[src/hw/rtl/ptt_fifo.sv]
// small register queue used on the item side and the result side
// no dependencies
`default_nettype none
module ptt_fifo #(
	parameter int WIDTH = 8,
	parameter int DEPTH = 2
) (
	input  wire logic             clk,
	input  wire logic             arst_n,
	input  wire logic             wr_en,
	input  wire logic [WIDTH-1:0] wr_data,
	output logic                  full,
	input  wire logic             rd_en,
	output logic      [WIDTH-1:0] rd_data,
	output logic                  empty
);
	localparam int AW = (DEPTH > 1) ? $clog2(DEPTH) : 1;
	localparam int CW = $clog2(DEPTH + 1);

	logic [WIDTH-1:0] mem_q [DEPTH];
	logic [AW-1:0]    wr_ptr_q, rd_ptr_q;
	logic [CW-1:0]    count_q;
	logic             do_wr, do_rd;

	assign full    = (count_q == CW'(DEPTH));
	assign empty   = (count_q == '0);
	assign do_wr   = wr_en && !full;
	assign do_rd   = rd_en && !empty;
	assign rd_data = mem_q[rd_ptr_q];

	always_ff @(posedge clk) begin
		if (do_wr) begin
			mem_q[wr_ptr_q] <= wr_data;
		end
	end

	always_ff @(posedge clk or negedge arst_n) begin
		if (!arst_n) begin
			wr_ptr_q <= '0;
			rd_ptr_q <= '0;
			count_q  <= '0;
		end else begin
			if (do_wr) begin
				wr_ptr_q <= (wr_ptr_q == AW'(DEPTH - 1)) ? '0 : wr_ptr_q + AW'(1);
			end
			if (do_rd) begin
				rd_ptr_q <= (rd_ptr_q == AW'(DEPTH - 1)) ? '0 : rd_ptr_q + AW'(1);
			end
			if (do_wr && !do_rd) begin
				count_q <= count_q + CW'(1);
			end else if (do_rd && !do_wr) begin
				count_q <= count_q - CW'(1);
			end
		end
	end
endmodule
`default_nettype wire

[config.mk]
export PLATFORM = sky130hd
export DESIGN_NAME = ptt_fifo
export DESIGN_NICKNAME = d
export VERILOG_FILES = /design/src/hw/rtl/ptt_fifo.sv
export SDC_FILE = /design/constraint.sdc
export NUM_CORES = 1
export LEC_CHECK = 0
export BUFFER_PORTS_ARGS = -buffer_cell sky130_fd_sc_hd__buf_2
export CORE_UTILIZATION = 52
export CTS_CLUSTER_DIAMETER = 80
export DETAILED_ROUTE_END_ITERATION = 16
export PLACE_DENSITY = 0.92
export RECOVER_POWER = 25
export SYNTH_ARGS = -nofsm -noshare
export SYNTH_HDL_FRONTEND = slang
export SYNTH_SLANG_ARGS = --single-unit
[constraint.sdc]
create_clock -name clk -period 2.2 [get_ports clk]
set_input_delay 0.11 -clock clk [delete_from_list [all_inputs] [get_ports clk]]
set_output_delay 0.11 -clock clk [all_outputs]
set_load 0.01 [all_outputs]
# After elaboration in Yosys (flattened, before gate mapping)
# Memories as Yosys holds them, arrays and structs flattened.
# Cells that the tools add are included.
# op_classes
addsub,4
n_mul,0
n_div,0
order_cmp,0
eq_ne,1
shifts,0
muxes,6
bitwise,0
reduce_logical,10
# op_table
op,n
$logic_and A1 B1 Y1,4
$logic_not A1 Y1,4
$mux W1,4
$mux W2,2
$add A1 B1 Y1 const B,2
$add A2 B1 Y2 const B,1
$eq A2 B2 Y1 const B,1
$logic_not A2 Y1,1
$reduce_bool A2 Y1,1
$sub A2 B1 Y2 const B,1
# totals
register_bits,4
latchBits,0
ramBits,16
rom_bits,0
input_bits,12
out_inout_bits,10
word_cells,25
mem_count,1
# mem_list
name,depth,word_bits,rd,rd_clocked_by_memory_dff,wr,line,text
mem_q,2,8,1,0,1,20,logic [WIDTH-1:0] mem_q [DEPTH];

# Depth between registers and ports, before layout
# Gate-level depths: netlist of run 1.
# logic_depth
depth_word,7
ltp_mapped,7
depth_no_buf,7

# Worst setup path after synthesis of run 1
# Ideal clock, no wire load.
# synth_path
kind,register -> register
startpoint,register count_q[0]
endpoint,"memory mem_q[0][0], enable pin"
setup_time_ps,370
t_arrival_ps,1022
t_required_ps,1830
setup_slack_ps,808
stages_incl_launch_ff,4
path_buffers,0
synth_period_minus_slack_ps,1392
cell_sequence,dfrtp_1 nand2b_1 nand2_2 nor2_1
# synth_between
elab_chain_len,5
# synth_lines
item,line,text
"start, declared",22,logic [CW-1:0] count_q;
"start signal, assigned",50,count_q <= count_q + CW'(1);
"start signal, assigned",52,count_q <= count_q - CW'(1);
$eq A2 B2 Y1,25,assign full = (count_q == CW'(DEPTH));
$logic_not A1 Y1,27,assign do_wr = wr_en && !full;
$logic_and A1 B1 Y1,27,
$mux W1,32,if (do_wr) begin
$mux W1 (not written as such),33,mem_q[wr_ptr_q] <= wr_data;
"end, declared",20,
# No other way between the ends.

# Final worst setup path of run 1
# layout_path
startpoint,register count_q[0]
endpoint,"memory mem_q[0][2], enable pin"
# Same word-level chain as after synthesis.

==> results of run 1 <==
==> per-layer routing <==
metal  share of wire, %  global-route usage, %  routed length (µm)  vias up
li1                   -                      -                   -      219
met2                 48                   27.3                 555       17
met1                 44                   20.0                 504      197
met5                  0                      0                   0        -
met4                4.6                   16.7                  53        0
met3                3.6                   3.26                  42        7
==> flip-flops by register name (all words and copies together), names as in the netlist <==
name      flops
count_q       2
mem_q        16
rd_ptr_q      1
wr_ptr_q      1
==> worst max-delay path by stage <==
stage,to,cells after the start,start
after global placement,mem_q[0][1],3,count_q[0]
after CTS,mem_q[0][7],3,count_q[0]
after detailed placement,mem_q[0][6],3,count_q[0]
final,mem_q[0][2],3,count_q[0]
after floorplan,mem_q[0][0],3,count_q[0]
after global routing,mem_q[0][7],3,count_q[0]
==> worst register-to-register path, cell delays in order (launching register included) <==
cell,delay [ns]
dfrtp_1,0.44
nand2b_1,0.18
nand2_2,0.10
nor2_1,0.52
==> stage by stage <==
step                hold WS [ns]  cell area, µm²  total power, W  std cells
global placement         -0.0799             901        0.000987         79
detailed placement       -0.0831             901         0.00101         79
finish                    0.0383             993         0.00118         90
CTS                      0.00341             957         0.00118         86
floorplan                 -0.186             782        0.000876         44
global route              0.0552             993         0.00125         90
==> logic make-up after synthesis <==
family                     count (synthesis)  share of synthesized area [%]
buffers and inverters                      3                           1.60
adders and majority gates                  1                           1.60
xor gates and xnor gates                   5                           6.56
AOI/OAI and AO/OA                          1                          0.639
DFF                                       20                           74.2
muxes                                      8                           11.5
and+or+nand+nor                            6                           3.84
==> cells in the final DEF, fill, tap and decap left out <==
| cell type | n |
|---|---|
| dlygate4sd3_1 | 7 |
| nand2b_1 | 1 |
| and3_1 | 1 |
| xnor2_1 | 2 |
| xor2_1 | 2 |
| nor2_1 | 3 |
| mux2_1 | 6 |
| dfrtp_1 | 4 |
| nand2_2 | 1 |
| o21ai_1 | 1 |
| inv_1 | 2 |
| edfxtp_1 | 16 |
| mux2_2 | 2 |
| buf_2 | 18 |
| clkbuf_4 | 3 |
| ha_1 | 1 |
| xnor2_2 | 1 |
| clkbuf_1 | 4 |
==> layout make-up <==
| class | instances | area [µm²] | area share [%] |
|---|---|---|---|
| multi-input combinational | 21 | 189 | 19.0 |
| clock buffer | 4 | 26.3 | 2.64 |
| tap | 15 | 18.8 | 1.89 |
| sequential | 20 | 581 | 58.4 |
| timing repair buffer | 28 | 171 | 17.3 |
| inverter | 2 | 7.51 | 0.756 |
==> repair_timing <==
item | CTS | global route
buffers inserted | 0 | 0
hold buffers | 3 | 4
endpoints found under the hold margin | 8 | 8
==> where the power goes <==
part | internal [W] | total, W | switching [W] | leakage [nW]
clock network | 0.0000705 | 0.000170 | 0.0000990 | 0.0150
registers | 0.000530 | 0.000611 | 0.0000813 | 0.195
logic | 0.000202 | 0.000396 | 0.000194 | 0.200
==> results.ini, run 1 <==
[timing]
hold_viol=0
setup_viol=0
setup_ws_ns=0.605
min_period_ns=1.60
drv_slew=0
tightest_slew_ns=0.659
fin_setup_tns_ns=0
timing.fmax_mhz=627
slew_headroom_pct=55.9
skew_ns=0.00375
period_share_pct=72.5
rsz0062_at_grt=false

[floorplan]
start_util_pct=57.9
core_area_um2=1350
io_pins=22
num_rows=13
die_x_um=40.8
die_h_um=40.8
dieArea_um2=1660

[place]
hpwl_um=837
io_buffers=21
gp_congestion=0.679
preCtsSetupSlack_ns=0.612

[route]
ant_nets=0
drtIter0Drc=1
post_drt_wl_per_cell_um=12.8
vias_per_cell=4.89
vias=440
drc=0
routed_wl_um=1160
first_pass_iters=4

[cells_and_area]
fillers=90
final_nets=89
area_growth_pct=27.0
antenna_cells=0
fin_util_pct=73.6
final_layout_size_suffix_gt1_share_pct=33.3

[yosys]
synth_edf_count=16
seq_area_frac_synth_pct=74.2
ys_top_cells_by_count=edfxtp_1, mux2_1, dfrtp_1, nor2_1
yosys_warnings=0
synth_fp_nets=57
avgSynthCellArea_um2=17.8
yosysTopAreaCell=edfxtp_1
async_flop_share_pct=20.0
synth_ff_type=edfxtp_1
synth_cells=44
synth.area.top_cells=edfxtp_1, dfrtp_1, mux2_1
synth.most_common_cell=edfxtp_1
ys_types=15
ys_seq_elements=20
synth_area_um2=782
yosysTopAreaCellShare_pct=61.4

[setup_path]
r2r_slack_ns=0.60
r2r-start=count_q[0]
r2r_cells=3
critPathArrivalTime_ns=1.53
crit_type=flop to flop
cp.required_ns=2.13
reg2reg_to=mem_q[0][2]
critPathLaunchType=flop
critPathSlowestCell=nor2_1
worstSetupEndpointType=flop
worstPathCellList=nand2b_1 -> nand2_2 -> nor2_1
critPathTopFamily=simple AND/OR/NAND/NOR gates
crit_buf_inv=0
critPathMaxStageDelay_ns=0.52
crit_path_max_fanout=8

[clock_tree]
cts_max_level=1
tritoncts=done
clk_latency_ns=0.29
clock_sinks=20
clkTransAtPathRegs_ns=0.10
cts-buffers-inserted=3
ctsResizeCount=0
root_buffer=clkbuf_4
cts_buffer_depth=2

[run_status]
status=finished clean

[min_path]
holdPathEnd=mem_q[1][2]
worstHoldPathType=input pin to flop
hold-path-cell-count=1
hp-start=wr_data[2]

[global_routing]
grt_usage_pct=17.6
grt_pass1_wl_um=1710
grt_pass1_vias=408
grt-ovfl-total=0
antenna_found_initial=0
grt_max_degree=12

[run]
maxCapViolations=0

[pwr]
power_per_cell_area_nw_per_um2=1180
peakVddDrop_mv=0.822
p_leak_nw=0.410

No activity file was read; power rests on OpenSTA's default activity.
==> run 2: changes to the inputs <==
ABC_AREA = 1   (was default)
CORE_UTILIZATION = 44   (was 52)
PLACE_DENSITY = 0.83   (was 0.92)
clock period = 1.4 ns   (was 2.2 ns; I/O delays follow)
==> results.ini, run 2 <==
[yosys]
synth_cells=73  ; was 44
synth_ff_type=edfxtp_1  ; unchanged
seq_area_frac_synth_pct=71.7  ; was 74.2%
synth.area.top_cells=edfxtp_1, nand2_1, dfrtp_1  ; was edfxtp_1, dfrtp_1, mux2_1
synth_fa_ha_area_share_pct=1.55  ; was 1.60%
yosys.area_share.simple_pct=20.1  ; was 3.84%
ys_types=14  ; was 15
synth.area.mux_share_pct=0  ; was 11.5%
synth_top_family_by_area=simple AND/OR/NAND/NOR gates  ; was multiplexers
synth_area_um2=810  ; was 782 µm²
synth-xor-area-share_pct=1.08  ; was 6.56%
yosys_warnings=0  ; unchanged
async_flop_share_pct=20.0  ; unchanged
synth_compound_area_share_pct=1.24  ; was 0.640%
yosysTopAreaCell=edfxtp_1  ; unchanged
synth_fp_nets=86  ; was 57
ys_seq_elements=20  ; unchanged
avgSynthCellArea_um2=11.1  ; was 17.8 µm²
synth_edf_count=16  ; unchanged
synth.most_common_cell=nand2_1  ; was edfxtp_1
ys_top_cells_by_count=nand2_1, edfxtp_1, inv_1, dfrtp_1  ; was edfxtp_1, mux2_1, dfrtp_1, nor2_1
yosysTopAreaCellShare_pct=59.4  ; was 61.4%

[place]
preCtsSetupSlack_ns=-0.0576  ; was 0.612 ns
place_inst=119  ; was 79
gp_congestion=0.784  ; was 0.679
place_area_um2=948  ; was 901 µm²
hpwl_um=1080  ; was 837 µm
io_buffers=21  ; unchanged

[pwr]
clock_power_share_pct=12.9  ; was 14.4%
comb_power_share_pct=40.7  ; was 33.7%
p_int_w=0.00129  ; was 0.000802 W
peakVddDrop_mv=0.986  ; was 0.822 mV
power_per_cell_area_nw_per_um2=1880  ; was 1180 nW/µm²
switching_power_w=0.000780  ; was 0.000374 W
seqPwrFrac_pct=46.4  ; was 51.9%
p_total_w=0.00207  ; was 0.00118 W
p_leak_nw=0.500  ; was 0.410 nW
switching_share_pct=37.7  ; was 31.8%

[global_routing]
grt_max_degree=12  ; unchanged
grt_pass1_vias=620  ; was 408
grt_pass1_wl_um=2440  ; was 1710 µm
grt_usage_pct=17.8  ; was 17.6%
antenna_found_initial=0  ; unchanged
grt-ovfl-total=0  ; unchanged

[cells_and_area]
mostFrequentLayoutCell=nand2_1  ; was buf_2
antenna_cells=0  ; unchanged
postLayoutCellArea_um2=1100  ; was 993 µm²
top_register=mem_q  ; unchanged
final_nets=123  ; was 89
largestRegisters=mem_q: 16 flops, count_q: 2 flops  ; unchanged
area_growth_pct=36.3  ; was 27.0%
layout.cells.non_filler=134  ; was 90
final_cell_mix=nand2_1, buf_2, edfxtp_1, dlygate4sd3_1  ; was buf_2, edfxtp_1, dlygate4sd3_1, mux2_1
largest_reg_flops=16  ; unchanged
final_layout_size_suffix_gt1_share_pct=29.4  ; was 33.3%

[clock_tree]
clock_sinks=20  ; unchanged
cts_buffer_depth=2  ; unchanged
root_buffer=clkbuf_4  ; unchanged
cts_max_level=1  ; unchanged
clk_latency_ns=0.28  ; was 0.29 ns
clkTransAtPathRegs_ns=0.10  ; about the same
tritoncts=done  ; unchanged
cts-buffers-inserted=3  ; unchanged

[floorplan]
start_util_pct=46.9  ; was 57.9%
core_area_um2=1730  ; was 1350 µm²
die_h_um=44.9  ; was 40.8 µm
num_rows=15  ; was 13
io_pins=22  ; unchanged
dieArea_um2=2020  ; was 1660 µm²
die_x_um=44.9  ; was 40.8 µm

[run_status]
status=finished, violations left  ; was finished clean
violations=design-rule violations

[timing]
setup_viol=0  ; unchanged
rsz0062_at_grt=false  ; unchanged
tightest_slew_ns=0.290  ; was 0.659 ns
hold_viol=0  ; unchanged
min_period_ns=1.34  ; was 1.60 ns
fin_setup_tns_ns=0  ; unchanged
drv_slew=0  ; unchanged
slew_headroom_pct=80.5  ; was 55.9%
skew_ns=0.00191  ; was 0.00375 ns
period_share_pct=95.9  ; was 72.5%
setup_ws_ns=0.0571  ; was 0.605 ns
timing.fmax_mhz=745  ; was 627 MHz

[setup_path]
crit_path_max_fanout=7  ; was 8
critPathLaunchType=flop  ; unchanged
crit_type=flop to flop  ; unchanged
cp.required_ns=1.59  ; was 2.13 ns
worstSetupEndpointType=flop  ; unchanged
critPathArrivalTime_ns=1.53  ; about the same

[run]
maxCapViolations=0  ; unchanged

[route]
wl_met3_um=54  ; was 42 µm
route.met2.wl_um=930  ; was 555 µm
post_drt_wl_per_cell_um=12.3  ; was 12.8 µm
vias=641  ; was 440
vias_per_cell=4.78  ; was 4.89
first_pass_iters=10  ; was 4
ant_nets=0  ; unchanged
wl_met1_um=611  ; was 504 µm
drc=2  ; was 0
dr.max_layer_used=met4  ; unchanged
routed_wl_um=1650  ; was 1160 µm
drtIter0Drc=19  ; was 1

[min_path]
worstHoldPathType=input pin to flop  ; unchanged

==> run 2: path summary, 6_finish.rpt <==
| check | depth (start not counted) | slack [ns] | to | from |
|---|---|---|---|---|
| setup / recovery | 6 | 0.06 | count_q[1] | count_q[0] |
| hold / removal | 3 | 0.07 | rd_ptr_q | rd_en |
| setup reg to reg | 6 | 0.06 | count_q[1] | count_q[0] |
| hold reg to reg | 2 | 0.51 | wr_ptr_q | wr_ptr_q |
| max in group asynchronous | 2 | 1.06 | count_q[0] | arst_n |
| min in group asynchronous | 2 | 0.14 | wr_ptr_q | arst_n |
==> run 2: power by group through the flow <==
stage / Sequential (W) / Combinational (W) / Clock [W]
finish: 0.000961 / 0.000843 / 0.000267
global route: 0.000979 / 0.000918 / 0.000307
CTS: 0.000944 / 0.000754 / 0.000274
detailed placement: 0.000951 / 0.000729 / 0
global placement: 0.000944 / 0.000678 / 0
floorplan: 0.000897 / 0.000503 / 0
==> run 2: logic make-up after synthesis <==
kind of cell | after synthesis
AOI/OAI and AO/OA | 2
xor gates and xnor gates | 1
adders and majority gates | 1
buffers and inverters | 9
DFF | 20
and+or+nand+nor | 40
==> run 2: per-layer routing <==
metal	track usage, %	vias to the layer above
li1	-	310
met4	10.3	0
met5	0	-
met2	33.5	27
met3	2.40	8
met1	18.7	296
==> run 2: repair_timing <==
action,CTS,global route
hold buffers,9,0
resized for setup,2,7
setup endpoints to repair,1,12
buffers inserted,0,2
endpoints found under the hold margin,20,0
==> run 2: through the flow <==
stage	hold slack (ns)	utilization (%)
finish	0.0700	63.9
global route	0.0800	63.9
CTS	0.0678	61.7
detailed placement	-0.117	54.9
global placement	-0.117	54.9
floorplan	-0.226	-
==> run 2: final cells by class <==
cell class | count | area, µm²
Multi-Input combinational cell | 44 | 220
Tap cell | 25 | 31.3
Clock buffer | 4 | 26.3
Fill cell | 149 | 623
Timing Repair Buffer | 33 | 213
Sequential cell | 20 | 583
Inverter | 8 | 30.0
==> run 2: worst max-delay path: stages (launching register included) <==
cell and delay [ns]:
dfrtp_2 0.48, o21ai_2 0.22, ha_4 0.24, inv_1 0.09
nand3_1 0.09, nand2_1 0.08, nand2_1 0.05
