## config.mk

```make
export PLATFORM = sky130hd
export DESIGN_NAME = ptt_front
export DESIGN_NICKNAME = d
export VERILOG_FILES = /design/src/hw/rtl/ptt_pkg.sv /design/src/hw/rtl/ptt_fifo.sv /design/src/hw/rtl/ptt_front.sv
export SDC_FILE = /design/constraint.sdc
export NUM_CORES = 1
export LEC_CHECK = 0
export BUFFER_PORTS_ARGS = -buffer_cell sky130_fd_sc_hd__buf_2
export CAP_MARGIN = 5
export CORE_ASPECT_RATIO = 1.5
export CORE_MARGIN = 2
export CORE_UTILIZATION = 45
export CTS_CLUSTER_SIZE = 14
export DETAILED_ROUTE_END_ITERATION = 8
export GPL_ROUTABILITY_DRIVEN = 1
export PLACE_DENSITY = 0.78
export SYNTH_ARGS = -nofsm -noshare
export SYNTH_HDL_FRONTEND = slang
export SYNTH_SLANG_ARGS = --single-unit
```

## constraint.sdc

```tcl
create_clock -name clk -period 9.4 [get_ports clk]
set_input_delay 2.82 -clock clk [delete_from_list [all_inputs] [get_ports clk]]
set_output_delay 2.82 -clock clk [all_outputs]
set_load 0.03 [all_outputs]
```

## src/hw/rtl/ptt_pkg.sv

```systemverilog
// shared types, register indexes and constants of the projected target tracker
// no dependencies
`default_nettype none
package ptt_pkg;

	localparam int MAX_TRACKS_DEF    = 16;
	localparam int SCREEN_WIDTH_DEF  = 1280;
	localparam int SCREEN_HEIGHT_DEF = 720;

	// configuration register indexes
	localparam logic [2:0] REG_FOCAL_X     = 3'd0;
	localparam logic [2:0] REG_FOCAL_Y     = 3'd1;
	localparam logic [2:0] REG_CENTER_X    = 3'd2;
	localparam logic [2:0] REG_CENTER_Y    = 3'd3;
	localparam logic [2:0] REG_MIN_DEPTH   = 3'd4;
	localparam logic [2:0] REG_ALPHA_FLOOR = 3'd5;
	localparam logic [2:0] REG_ALPHA_GAIN  = 3'd6;

	localparam logic [23:0] FOCAL_X_RST     = 24'd412877;
	localparam logic [23:0] FOCAL_Y_RST     = 24'd412877;
	localparam logic [23:0] CENTER_X_RST    = 24'd163840;
	localparam logic [23:0] CENTER_Y_RST    = 24'd92160;
	localparam logic [31:0] MIN_DEPTH_RST   = 32'd19661;
	localparam logic [16:0] ALPHA_FLOOR_RST = 17'd32768;
	localparam logic [16:0] ALPHA_GAIN_RST  = 17'd6554;

	localparam logic OP_DETECT = 1'b0;
	localparam logic OP_FRAME  = 1'b1;

	// fixed point constants, pixels in Q.8
	localparam logic [32:0] NORM_SPAN_Q8    = 33'd2560;
	localparam logic [32:0] MATCH_D2_LIMIT  = 33'd2621440000;
	localparam logic [31:0] RADIUS_FLOOR_Q8 = 32'd1280;
	localparam logic [2:0]  MISS_LIMIT      = 3'd5;
	localparam logic [17:0] ALPHA_ONE       = 18'd65536;
	localparam int          RESULT_CAP      = 16;

	// divider size: 24x32 bit products over a 33 bit divisor
	localparam int DIV_NUM_W = 56;
	localparam int DIV_DEN_W = 33;

	typedef struct packed {
		logic        op;
		logic [31:0] pos_x;
		logic [31:0] pos_y;
		logic [31:0] pos_z;
		logic [31:0] size_w;
		logic [31:0] size_h;
	} item_t;

	typedef struct packed {
		logic        has_track;
		logic [3:0]  track_slot;
		logic [10:0] pixel_u;
		logic [9:0]  pixel_v;
		logic [15:0] draw_radius;
		logic        last;
	} result_t;

	typedef struct packed {
		logic [23:0] focal_x;
		logic [23:0] focal_y;
		logic [23:0] center_x;
		logic [23:0] center_y;
		logic [31:0] min_depth;
		logic [16:0] alpha_floor;
		logic [16:0] alpha_gain;
	} cfg_t;

endpackage
`default_nettype wire

```

## src/hw/rtl/ptt_fifo.sv

```systemverilog
// small register queue used on the item side and the result side
// no dependencies
`default_nettype none
module ptt_fifo #(
	parameter int WIDTH = 8,
	parameter int DEPTH = 2
) (
	input  wire logic             clk,
	input  wire logic             arst_n,
	input  wire logic             wr_en,
	input  wire logic [WIDTH-1:0] wr_data,
	output logic                  full,
	input  wire logic             rd_en,
	output logic      [WIDTH-1:0] rd_data,
	output logic                  empty
);
	localparam int AW = (DEPTH > 1) ? $clog2(DEPTH) : 1;
	localparam int CW = $clog2(DEPTH + 1);

	logic [WIDTH-1:0] mem_q [DEPTH];
	logic [AW-1:0]    wr_ptr_q, rd_ptr_q;
	logic [CW-1:0]    count_q;
	logic             do_wr, do_rd;

	assign full    = (count_q == CW'(DEPTH));
	assign empty   = (count_q == '0);
	assign do_wr   = wr_en && !full;
	assign do_rd   = rd_en && !empty;
	assign rd_data = mem_q[rd_ptr_q];

	always_ff @(posedge clk) begin
		if (do_wr) begin
			mem_q[wr_ptr_q] <= wr_data;
		end
	end

	always_ff @(posedge clk or negedge arst_n) begin
		if (!arst_n) begin
			wr_ptr_q <= '0;
			rd_ptr_q <= '0;
			count_q  <= '0;
		end else begin
			if (do_wr) begin
				wr_ptr_q <= (wr_ptr_q == AW'(DEPTH - 1)) ? '0 : wr_ptr_q + AW'(1);
			end
			if (do_rd) begin
				rd_ptr_q <= (rd_ptr_q == AW'(DEPTH - 1)) ? '0 : rd_ptr_q + AW'(1);
			end
			if (do_wr && !do_rd) begin
				count_q <= count_q + CW'(1);
			end else if (do_rd && !do_wr) begin
				count_q <= count_q - CW'(1);
			end
		end
	end
endmodule
`default_nettype wire

```

## src/hw/rtl/ptt_front.sv

```systemverilog
// front end: takes input words, drops detections that are too near, queues the rest
// depends on ptt_pkg and ptt_fifo
`default_nettype none
module ptt_front
	import ptt_pkg::*;
(
	input  wire logic        clk,
	input  wire logic        arst_n,
	input  wire logic        push,
	output logic             full,
	input  wire item_t       item_in,
	input  wire logic [31:0] min_depth,
	output logic             item_valid,
	output item_t            item_out,
	input  wire logic        item_pop
);
	logic keep, q_empty, z_pos;

	// depth test: z must be positive and at least min_depth
	assign z_pos = !item_in.pos_z[31] && (item_in.pos_z != '0);
	assign keep  = (item_in.op == OP_FRAME) ||
	               (z_pos && ({1'b0, item_in.pos_z} >= {1'b0, min_depth}));
	assign item_valid = !q_empty;

	ptt_fifo #(
		.WIDTH($bits(item_t)),
		.DEPTH(2)
	) u_q (
		.clk    (clk),
		.arst_n (arst_n),
		.wr_en  (push && keep),
		.wr_data(item_in),
		.full   (full),
		.rd_en  (item_pop),
		.rd_data(item_out),
		.empty  (q_empty)
	);
endmodule
`default_nettype wire

```

### After elaboration in Yosys (flattened, before gate mapping)

Memories as Yosys holds them, arrays and structs flattened.
Index checks and enable logic that the tools add are counted.

* RAM bits: 322
* memories kept: 1
* bits of input ports: 197
* register bits after elaboration: 4

* magnitude comparators: 1
* multiplexer cells: 6
* add/subtract/negate cells: 4
* reduce and logical (&&, ||, !) cells: 16
* eq/ne operators: 1

Memory list
* u_q.mem_q: depth 2, bits a word 161, read ports 1, clocked after memory_dff 0, wr ports 1, line ptt_fifo.sv:20 `logic [WIDTH-1:0] mem_q [DEPTH];`

Operators by type and width (number)
* 32-bit greater-or-equal comparator: 1
* 32-bit nonzero test: 1
* 1-bit logical AND: 7
* 1-bit logical NOT: 5
* 1-bit 2-to-1 mux: 4
* 2-bit 2-to-1 mux: 2
* 1-bit adder, second input constant: 2
* 2-bit by 1-bit adder with 2-bit output, second input constant: 1
* 2-bit equality test, second input constant: 1
* 2-bit logical NOT: 1
* 2-bit nonzero test: 1
* 2-bit by 1-bit subtractor with 2-bit output, second input constant: 1
* 1-bit logical OR: 1

### Longest topological paths before layout

Gate-level depths: netlist (run 1).

* word-level depth: 10
* depth in mapped cells: 12
* mapped depth without buffers: 12

### Modules after synthesis

A second synthesis (run 1) with hierarchy kept.

* cells, all modules: 647
* area, all modules: 13011.2 um^2

By module, submodules not included
* ptt_fifo: times used 1, sequential area each 9769.4 um^2, cells an instance 520, area an instance 12131.6 um^2
* ptt_front: times used 1, sequential area each 0.0 um^2, cells an instance 127, area an instance 879.6 um^2

### Worst setup path after synthesis (run 1)

No wires, ideal clock.

* path kind: input-to-reg
* start point: in min_depth[30]
* end point: mem u_q.mem_q[0][0] in the netlist's numbering, enable pin
* slack: -1.941 ns
* cell stages on the path: 8
* arrival: 10.657 ns
* library setup time: 0.684 ns
* cells stage by stage: inv_1 > ha_1 > nand4_1 > nor3_2 > and3_1 > o31a_1 > o221ai_4 > nor2_1

* word-level cells in the longest chain between the ends: 7

Ends and longest elaborated chain
* start: declaration: line ptt_front.sv:12 `input wire logic [31:0] min_depth,`
* 32-bit greater-or-equal comparator: line ptt_front.sv:22 `(z_pos && ({1'b0, item_in.pos_z} >= {1'b0, min_depth}));`
* 1-bit logical AND: line ptt_front.sv:22
* 1-bit logical OR: line ptt_front.sv:21 `assign keep = (item_in.op == OP_FRAME) ||`
* 1-bit logical AND: line ptt_front.sv:31 `.wr_en (push && keep),`
* 1-bit logical AND: line ptt_fifo.sv:27 `assign do_wr = wr_en && !full;`
* 1-bit 2-to-1 mux: line ptt_fifo.sv:32 `if (do_wr) begin`
* 1-bit 2-to-1 mux (implied by the code): line ptt_fifo.sv:33 `mem_q[wr_ptr_q] <= wr_data;`
* end: declaration: line ptt_fifo.sv:20

Every way passes these cells.

==> summary.md, run 1 <==
| Metric | Value |
|---|---|
| Status | finished clean |
| Post-Syn Area per Cell | 19.7 µm² |
| DRT iter0 DRCs | 332 |
| Total number of yosys warnings | 0 |
| Layout cells sized above 1 | 55.0% |
| Post-synthesis simple-gate area fraction | 1.83% |
| Final #Nets | 1253 |
| Worst Max-Slew Pin Slew | 1070 ps |
| Fmax | 169 MHz |
| Filler cells | 2163 |
| Largest family of logic cells by synthesized area | multiplexers |
| Most common cell after layout, fill and taps aside | buf_2 |
| Die X | 141 µm |
| Clock root buffer | clkbuf_16 |
| Largest net degree at the start of global routing | 78 |
| Number of antenna violations at the first check in global routing | 8 |
| CP Class | register to output pin |
| CP Capture Type | output pin |
| Largest stage delay on the critical path | 1130 ps |
| Mapped Nets | 875 |
| CTS sink count | 326 |
| Max IR drop VDD | 0.215 mV |
| Hold Crit Depth | 1 |
| Buffer count from post-CTS setup fixing | 0 |
| Final WL | 26500 µm |
| Post-synthesis mux area share | 14.3% |
| I/O pins | 360 |
| Layout area overhead | 24.7% |
| Hold Vio Cnt, Final | 0 |
| Startpoint types | register |
| Hold Crit Class | register to register |
| Synth Area in Compound Gates | 1.60% |
| First-pass detailed-route iteration total | 6 |
| Setup violations, final | 0 |
| First-pass GRT wire length | 39400 µm |
| Depth of the CTS H-tree | 1 |
| Worst reg2reg setup slack | 6790 ps |
| P per Cell Area | 286 nW/µm² |
| Post-synthesis cell area | 12700 µm² |
| Maxcap violations | 0 |
| Die Area | 29600 µm² |
| Pleak | 6.07 nW |
| Critical Path RT | 6580 ps |
| DRC errors left | 0 |
| Seq/Total Area, Yosys | 77.1% |
| R2R Path End | u_q.mem_q[1][54]$_DFFE_PP_ |
| PostCTS Resize Cnt | 0 |
| Total grt overflow | 0 |
| Cells after Synth | 645 |
| DR WL/cell | 19.1 µm |
| Cell count of the worst reg-to-reg path | 5 |
| CP max stage cell | dfrtp_4 |
| # rows | 75 |
| Max clock buf depth | 3 |
| Hold_ws | 500 ps |
| Core Region | 27900 µm² |
| Hold Crit Start | u_q.count_q[1]$_DFFE_PN0P_ |
| CP Cell Sequence | buf_4 -> mux2_2 -> buf_2 |
| CP arrival | 3100 ps |
| CTS tree | done |
| Netlist cell types | 34 |
| Via density | 5.00 |
| Worst slew margin | 28.3% |
| Final clock skew | 13.7 ps |
| DP HPWL | 18600 µm |
| Num CTS Buffers | 29 |
| Port-buffer cells | 359 |
| Worst r2r src | u_q.count_q[1]$_DFFE_PN0P_ |
| Synth Register Bits | 326 |
| Clock transition at path regs | 60 ps |
| Gr usage total | 17.3% |
| Worst Hold Path EP | u_q.count_q[1]$_DFFE_PN0P_ |
| Gpl congestion | 0.846 |
| RSZ-0062 raised after global routing | false |
| Initial core utilization | 45.5% |
| Fin crit period | 5920 ps |
| Xor and xnor area share after synthesis | 0.345% |
| Post-Synth Adder-Cell Area | 3.26% |
| Vias in the first global route | 7350 |
| Clk_lat worst skew | 540 ps |
| Die extent in y | 210 µm |
| Commonest cells after routing, fill and taps aside | 359 x buf_2, 322 x edfxtp_1, 161 x mux2_2 |
| Hold Buf Count CTS | 0 |
| DR vias | 6964 |
| DRT antenna net count | 0 |
| Final Total Pwr | 4.52 mW |
| Tcrit/Tclk final | 63.0% |
| Pins over their slew limit | 0 |
| Crit-path max FO | 77 |
==> power breakdown <==
| part | total [mW] | switching (mW) | internal [mW] | leakage, nW |
|---|---|---|---|---|
| Sequential | 1.94 | 0.110 | 1.83 | 2.99 |
| Combinational | 1.51 | 0.973 | 0.541 | 2.66 |
| Clock | 1.07 | 0.475 | 0.595 | 0.418 |
==> how the worst max path moves through the flow <==
stage                                        endpoint                startpoint  cells past startpoint
after CTS                               item_out[149]  u_q.rd_ptr_q$_DFFE_PN0P_                      3
after global routing                     item_out[96]  u_q.rd_ptr_q$_DFFE_PN0P_                      3
after global placement     u_q.mem_q[1][58]$_DFFE_PP_               item_in[95]                      9
after floorplan             u_q.mem_q[0][0]$_DFFE_PP_             min_depth[30]                      8
after detailed placement  u_q.mem_q[1][121]$_DFFE_PP_               item_in[95]                      9
final                                   item_out[149]  u_q.rd_ptr_q$_DFFE_PN0P_                      3
==> cell type report <==
cell class	count	area, µm²	share of cell area, %
flip-flops and latches	326	9770	61.8
multi-input cells	267	2720	17.2
repair buffers	365	1890	12.0
clock buffers	41	811	5.13
well taps	346	433	2.74
inverters	34	128	0.807
clock inverters	9	42.5	0.269
diodes	5	12.5	0.0791
==> logic make-up (layout without fill, tap and decap cells) <==
kind of cell / after synthesis / after routing
compound gates: 26 / 26
xor+xnor: 5 / 5
fa+ha+maj: 33 / 33
buf+inv: 52 / 449
flops: 326 / 326
mux: 161 / 161
other cells: 0 / 5
simple gates: 42 / 42
==> registers in the layout, summed over array words and instances, names as in the netlist <==
register,cells
u_q.wr_ptr_q,1
u_q.count_q,2
u_q.rd_ptr_q,1
u_q.mem_q,322
==> routing by layer <==
layer / track usage [%] / part of all wire, %
met1: 18.9 / 36
met2: 32.3 / 54
met3: 3.88 / 6.2
met4: 6.97 / 3.4
met5: 0 / 0.14
==> worst max-delay path, delay by kind of cell, from the launching register on <==
| kind | cells | cell delay (ps) |
|---|---|---|
| buffers and inverters | 2 | 990 |
| muxes | 1 | 430 |
| DFF | 1 | 1130 |
==> synth_stat cells, drive strengths merged <==
library cell | n | area, µm²
a2111oi | 2 | 42.5
a211oi | 1 | 7.51
a21boi | 1 | 7.51
a21o | 2 | 15.0
a21oi | 12 | 60.1
and3 | 1 | 6.26
and4 | 1 | 8.76
buf | 8 | 40.0
clkbuf | 10 | 37.5
dfrtp | 4 | 100
edfxtp | 322 | 9670
ha | 33 | 413
inv | 34 | 128
mux2 | 161 | 1810
nand2 | 8 | 30.0
nand2b | 1 | 13.8
nand3 | 3 | 15.0
nand4 | 6 | 37.5
nor2 | 9 | 33.8
nor2b | 2 | 12.5
nor3 | 2 | 15.0
nor4 | 7 | 43.8
nor4b | 1 | 8.76
o211ai | 1 | 7.51
o21a | 1 | 7.51
o21ai | 4 | 20.0
o221ai | 1 | 26.3
o31a | 1 | 8.76
or2 | 1 | 6.26
xnor2 | 3 | 26.3
xor2 | 2 | 17.5
==> through the flow <==
step	area [µm²]	util [%]	TNS, ps	instances	setup WS, ps
floorplan	12700	-	-625150	645	-1940
global placement	14900	53.6	0	1338	3390
detailed placement	14900	53.6	0	1338	3360
CTS	15800	56.7	0	1388	3370
global route	15800	56.7	0	1392	3250
finish	15800	56.7	0	1393	3480
Note: power is estimated with default switching activity, not from simulation.
==> run 2: changes to the inputs <==
--- a/config.mk
+++ b/config.mk
@@ -5,6 +5,7 @@
 export SDC_FILE = /design/constraint.sdc
 export NUM_CORES = 1
 export LEC_CHECK = 0
+export ABC_AREA = 1
 export BUFFER_PORTS_ARGS = -buffer_cell sky130_fd_sc_hd__buf_2
 export CAP_MARGIN = 5
 export CORE_ASPECT_RATIO = 1.5
@@ -13,7 +14,7 @@
 export CTS_CLUSTER_SIZE = 14
 export DETAILED_ROUTE_END_ITERATION = 8
 export GPL_ROUTABILITY_DRIVEN = 1
-export PLACE_DENSITY = 0.78
+export PLACE_DENSITY = 0.77
 export SYNTH_ARGS = -nofsm -noshare
 export SYNTH_HDL_FRONTEND = slang
 export SYNTH_SLANG_ARGS = --single-unit
==> constraint.sdc (replaced) <==
create_clock -name clk -period 6.05 [get_ports clk]
set_input_delay 1.815 -clock clk [delete_from_list [all_inputs] [get_ports clk]]
set_output_delay 1.815 -clock clk [all_outputs]
set_load 0.03 [all_outputs]
==> run 2 against run 1 <==
  * Hold slack got worse by 8.8 ps
  * Global-route usage up 1.9 points
  * Total power increased by 69%
  * Register-to-register slack worse by 3000 ps
  * Synthesized cell count up 60%
  * Non-clock buffer count is 2 higher
  * Design area grew 0.74%
  * Area after synthesis rose by 1.2%
  * Critical path depth increased by 2
  * First-iteration DRC count rose by 40%
  * Combinational power is 97% higher
  * Routed wire length increased by 13%
  * Largest cell class unchanged
==> summary.md, run 2 <==
| Metric | Value |
|---|---|
| Status | finished clean |
| Finished layout cell area | 15900 µm² |
| Max clock buf depth | 3 |
| Netlist cell types | 23 |
| Num CTS Buffers | 29 |
| Worst slew margin | 43.0% |
| Largest net degree at the start of global routing | 102 |
| CTS sink count | 326 |
| Clk_lat worst skew | 560 ps |
| Largest Register | u_q.mem_q |
| Fin Setup TNS | 0 ps |
| Gr usage total | 19.2% |
| CP Capture Type | output pin |
| I/O pins | 360 |
| Pleak | 7.06 nW |
| Core Region | 28100 µm² |
| Pins over their slew limit | 0 |
| Startpoint types | register |
| DRT iter0 DRCs | 464 |
| Worst Max-Slew Pin Slew | 855 ps |
| Layout cells sized above 1 | 29.5% |
| Number of antenna violations at the first check in global routing | 8 |
| Hold Crit Class | register to register |
| Max IR drop VDD | 0.278 mV |
| Crit-path max FO | 84 |
| Post-synth top cells | 518 x nand2_1, 322 x edfxtp_1, 49 x inv_1, 33 x ha_1, 23 x nor2_1 |
| Mapped Nets | 1261 |
| Initial core utilization | 45.7% |
| RSZ-0062 raised after global routing | false |
| Fin crit period | 4650 ps |
| Gpl congestion | 0.811 |
| Largest cells by area after synthesis | edfxtp_1 75%, nand2_1 15%, ha_1 3.2% |
| Total number of yosys warnings | 0 |
| Synth Register Bits | 326 |
| Vias in the first global route | 8611 |
| FF+latch area | 9770 µm² |
| Count leader, synth | nand2_1 |
| First-pass GRT wire length | 44400 µm |
| Total grt overflow | 0 |
| Dominant synthesized flop cell | edfxtp_1 |
| Post-Syn Area per Cell | 12.4 µm² |
| DRC errors left | 0 |
| Largest area contributor in the netlist | edfxtp_1 |
| Post-Layout Cell Count | 1766 |
| CTS tree | done |
| Tcrit/Tclk final | 76.9% |
| DP HPWL | 20400 µm |
| Fmax | 215 MHz |
| Synth top area share | 75.3% |
| Final clock skew | 31.8 ps |
| Depth of the CTS H-tree | 1 |
| Port-buffer cells | 359 |
| Maxcap violations | 0 |
| Setup violations, final | 0 |
| Final WL | 29900 µm |
| DR vias | 8595 |
| CP Class | register to output pin |
| Cells after Synth | 1031 |
| Hold Vio Cnt, Final | 0 |
| Setup ws final | 1400 ps |
| Placed insts | 1709 |
| DRT antenna net count | 0 |
| Pre-CTS setup slack | 1550 ps |
| P per Cell Area | 480 nW/µm² |
| Ys async rst share | 1.23% |
| Post-synthesis cell area | 12800 µm² |
| Max FFs per register | 322 |
| Hold Buf Count CTS | 0 |
| PostCTS Resize Cnt | 0 |
| Clock transition at path regs | 60 ps |
| Die extent in y | 211 µm |
| Layout area overhead | 24.1% |
| Via density | 4.87 |
| Buffer count from post-CTS setup fixing | 0 |
| Most common cell after layout, fill and taps aside | nand2_1 |
| Post-synth EDFFs | 322 |
| Final #Nets | 1624 |
| Area occupied by multi-input gates | 2730 µm² |
| # rows | 75 |
| Placed cell area | 15100 µm² |
| Die Area | 29900 µm² |
| Top Registers | u_q.mem_q: 322 flops, u_q.count_q: 2 flops |
| CP arrival | 2840 ps |
| Hold_ws | 492 ps |
| Critical Path RT | 4240 ps |
| DR WL/cell | 16.9 µm |
| Commonest cells after routing, fill and taps aside | 518 x nand2_1, 359 x buf_2, 322 x edfxtp_1 |
| Die X | 142 µm |
| First-pass detailed-route iteration total | 5 |
| Filler cells | 2259 |
| Seq/Total Area, Yosys | 76.1% |
| Clock root buffer | clkbuf_16 |
-- run 2: area by class of cell --
type / count / area share [%]
inverter: 51 / 1.24
tap: 346 / 2.72
sequential: 326 / 61.4
clock buffer: 41 / 4.84
multi-input combinational: 619 / 17.1
antenna: 8 / 0.126
timing repair buffer: 367 / 12.1
clock inverter: 8 / 0.456
-- run 2: critical path, cell delays in order, from the launching register on --
cell and delay (ps):
dfrtp_4 700, inv_4 680, buf_12 420, nand2_1 100, nand2_1 100, buf_2 220
-- run 2: cell families after synthesis --
group	share of synthesized area, %
flip-flops	76.1
AO/OA/AOI/OAI	1.07
buffers and inverters	2.67
AND/OR/NAND/NOR	16.7
adder cells (fa/ha/maj)	3.22
XOR/XNOR	0.205
-- run 2: worst paths after layout --
check	start	slack, ps	cells past startpoint	endpoint
worst max-delay path	u_q.rd_ptr_q$_DFFE_PN0P_	1400	5	item_out[63]
worst min-delay path	u_q.wr_ptr_q$_DFFE_PN0P_	490	2	u_q.wr_ptr_q$_DFFE_PN0P_
max in group asynchronous	arst_n	4870	1	u_q.rd_ptr_q$_DFFE_PN0P_
worst max register to register	u_q.count_q[1]$_DFFE_PN0P_	3810	6	u_q.mem_q[1][143]$_DFFE_PP_
worst min register to register	u_q.wr_ptr_q$_DFFE_PN0P_	490	2	u_q.wr_ptr_q$_DFFE_PN0P_
min in group asynchronous	arst_n	1050	1	u_q.count_q[0]$_DFFE_PN0P_
-- run 2: metal layers --
layer  wire, µm  global-route usage (%)  share of wire, %
met1      10800                    20.9                36
met2      16400                    36.2                55
met3       1700                    3.58               5.7
met4       1020                    7.97               3.4
met5          0                       0                 0
-- run 2: stage by stage --
| step | utilization [%] | power, mW |
|---|---|---|
| floorplan | - | 5.05 |
| CTS | 56.7 | 7.73 |
| global route | 56.7 | 8.03 |
| detailed placement | 53.7 | 6.04 |
| finish | 56.8 | 7.64 |
| global placement | 53.7 | 5.98 |
-- run 2: where the power goes --
part           switching [mW]  total, mW  internal (mW)
Combinational            2.25       2.97          0.713
Sequential              0.124       3.00           2.87
Clock                   0.756       1.68          0.926
Total                    3.13       7.64           4.51
==> run 3: changes to the inputs <==
==> constraint.sdc (replaced) <==
create_clock -name clk -period 4.8 [get_ports clk]
set_input_delay 1.44 -clock clk [delete_from_list [all_inputs] [get_ports clk]]
set_output_delay 1.44 -clock clk [all_outputs]
set_load 0.03 [all_outputs]
==> run 3 against run 2 <==
  * Design area is 1.6% higher
  * Cell count is 0.28% higher
  * Non-clock buffer count is the same
  * Flip-flop and latch count did not move
  * Global-route usage down 0.59 points
  * Combinational power increased by 28%
  * Critical path depth unchanged
  * Routed wire length shrank 3.1%
  * Total power grew 28%
  * Critical endpoint is now item_out[125]
==> summary.md, run 3 (synthesized netlist as in run 2, its figures left out) <==
| Metric | Value |
|---|---|
| P per Cell Area | 603 nW/µm² |
| Crit-path max FO | 71 |
| Placed insts | 1709 |
| Setup violations, final | 0 |
| Worst setup startpoint | u_q.rd_ptr_q$_DFFE_PN0P_ |
| CTS sink count | 326 |
| Layout cells sized above 1 | 31.4% |
| Final Total Pwr | 9.76 mW |
| Die extent in y | 211 µm |
| Placed cell area | 15200 µm² |
| Setup ws final | 1150 ps |
| Worst slew margin | 39.4% |
| DR vias | 8615 |
| DRC errors left | 0 |
| CP Class | register to output pin |
| Number of antenna violations at the first check in global routing | 13 |
| Worst Max-Slew Pin Slew | 909 ps |
| Fin util | 57.7% |
| Core Region | 28100 µm² |
| Status | finished clean |
| PostCTS Resize Cnt | 0 |
| Finished layout cell area | 16200 µm² |
| Hold Crit Start | u_q.wr_ptr_q$_DFFE_PN0P_ |
| Pins over their slew limit | 0 |
| Final clock skew | 12.9 ps |
| Post-Layout Cell Count | 1771 |
| Total grt overflow | 0 |
| Max clock buf depth | 3 |
| Layout area overhead | 26.1% |
| CP Capture Type | output pin |
| Fmax | 274 MHz |
| Maxcap violations | 0 |
| Pre-CTS setup slack | 973 ps |
| Depth of the CTS H-tree | 1 |
| DRT antenna net count | 0 |
| Clk_lat worst skew | 550 ps |
| DR WL/cell | 16.3 µm |
| Pleak | 7.09 nW |
| DRT iter0 DRCs | 483 |
| Clock transition at path regs | 60 ps |
| Clock root buffer | clkbuf_16 |
| Fin crit period | 3650 ps |
| Port-buffer cells | 359 |
| CP arrival | 2210 ps |
| Hold Vio Cnt, Final | 0 |
| Gpl congestion | 0.808 |
| # rows | 75 |
| Top Registers | u_q.mem_q: 322 flops, u_q.count_q: 2 flops |
| Area occupied by multi-input gates | 2860 µm² |
| Gr usage total | 18.6% |
| Largest Register | u_q.mem_q |
| Startpoint types | register |
| Buffer count from post-CTS setup fixing | 0 |
| Commonest cells after routing, fill and taps aside | 516 x nand2_1, 359 x buf_2, 322 x edfxtp_1 |
| Final #Nets | 1625 |
| Largest net degree at the start of global routing | 98 |
| Hold Buf Count CTS | 0 |
| RSZ-0062 raised after global routing | false |
| Max FFs per register | 322 |
| DP HPWL | 19600 µm |
| I/O pins | 360 |
| Most common cell after layout, fill and taps aside | nand2_1 |
| FF+latch area | 9770 µm² |
| Hold Crit Class | register to register |
| Worst r2r src | u_q.count_q[1]$_DFFE_PN0P_ |
| Initial core utilization | 45.7% |
| Die X | 142 µm |
| First-pass GRT wire length | 43200 µm |
| Final WL | 29000 µm |
| Vias in the first global route | 8477 |
| Filler cells | 2292 |
| Max IR drop VDD | 0.344 mV |
| Via density | 4.86 |
| Critical Path RT | 3360 ps |
| Num CTS Buffers | 30 |
| Tcrit/Tclk final | 75.9% |
| First-pass detailed-route iteration total | 5 |
| Die Area | 29900 µm² |
| CTS tree | done |
-- run 3: critical path: stages (launching register included) --
cell	delay [ps]
dfrtp_4	500
inv_4	340
buf_12	320
nand2_1	90
nand2_1	110
buf_2	210
-- run 3: stage by stage --
step | setup TNS [ps] | hold WS [ps]
floorplan | -121840 | 442
global placement | 0 | 465
detailed placement | 0 | 470
CTS | 0 | 484
global route | 0 | 514
finish | 0 | 484
-- run 3: final cells by class --
type / count / area share (%)
clock buffers: 39 / 4.98
diodes: 10 / 0.155
flip-flops and latches: 326 / 60.4
well taps: 346 / 2.68
multi-input cells: 619 / 17.7
clock inverters: 13 / 0.735
repair buffers: 367 / 11.9
inverters: 51 / 1.41
-- run 3: metal layers --
layer	vias up	wire, µm	GRT usage [%]
met4	6	1230	9.24
met1	4036	10200	20.1
met5	-	34	0
met2	303	15700	34.3
met3	77	1780	3.72
li1	4193	-	-
-- run 3: where the power goes --
part	total (mW)	internal, mW	switching (mW)
sequential	3.72	3.62	0.0937
combinational	3.81	0.917	2.89
clock	2.24	1.28	0.959
total	9.76	5.82	3.94
-- run 3: final timing paths --
path,to,cells after the start,slack (ps)
max,item_out[125],5,1150
min in group asynchronous,u_q.wr_ptr_q$_DFFE_PN0P_,1,690
max in group asynchronous,u_q.rd_ptr_q$_DFFE_PN0P_,1,3970
min,u_q.wr_ptr_q$_DFFE_PN0P_,2,480
max reg2reg,u_q.mem_q[1][10]$_DFFE_PP_,6,2820
min reg2reg,u_q.wr_ptr_q$_DFFE_PN0P_,2,480
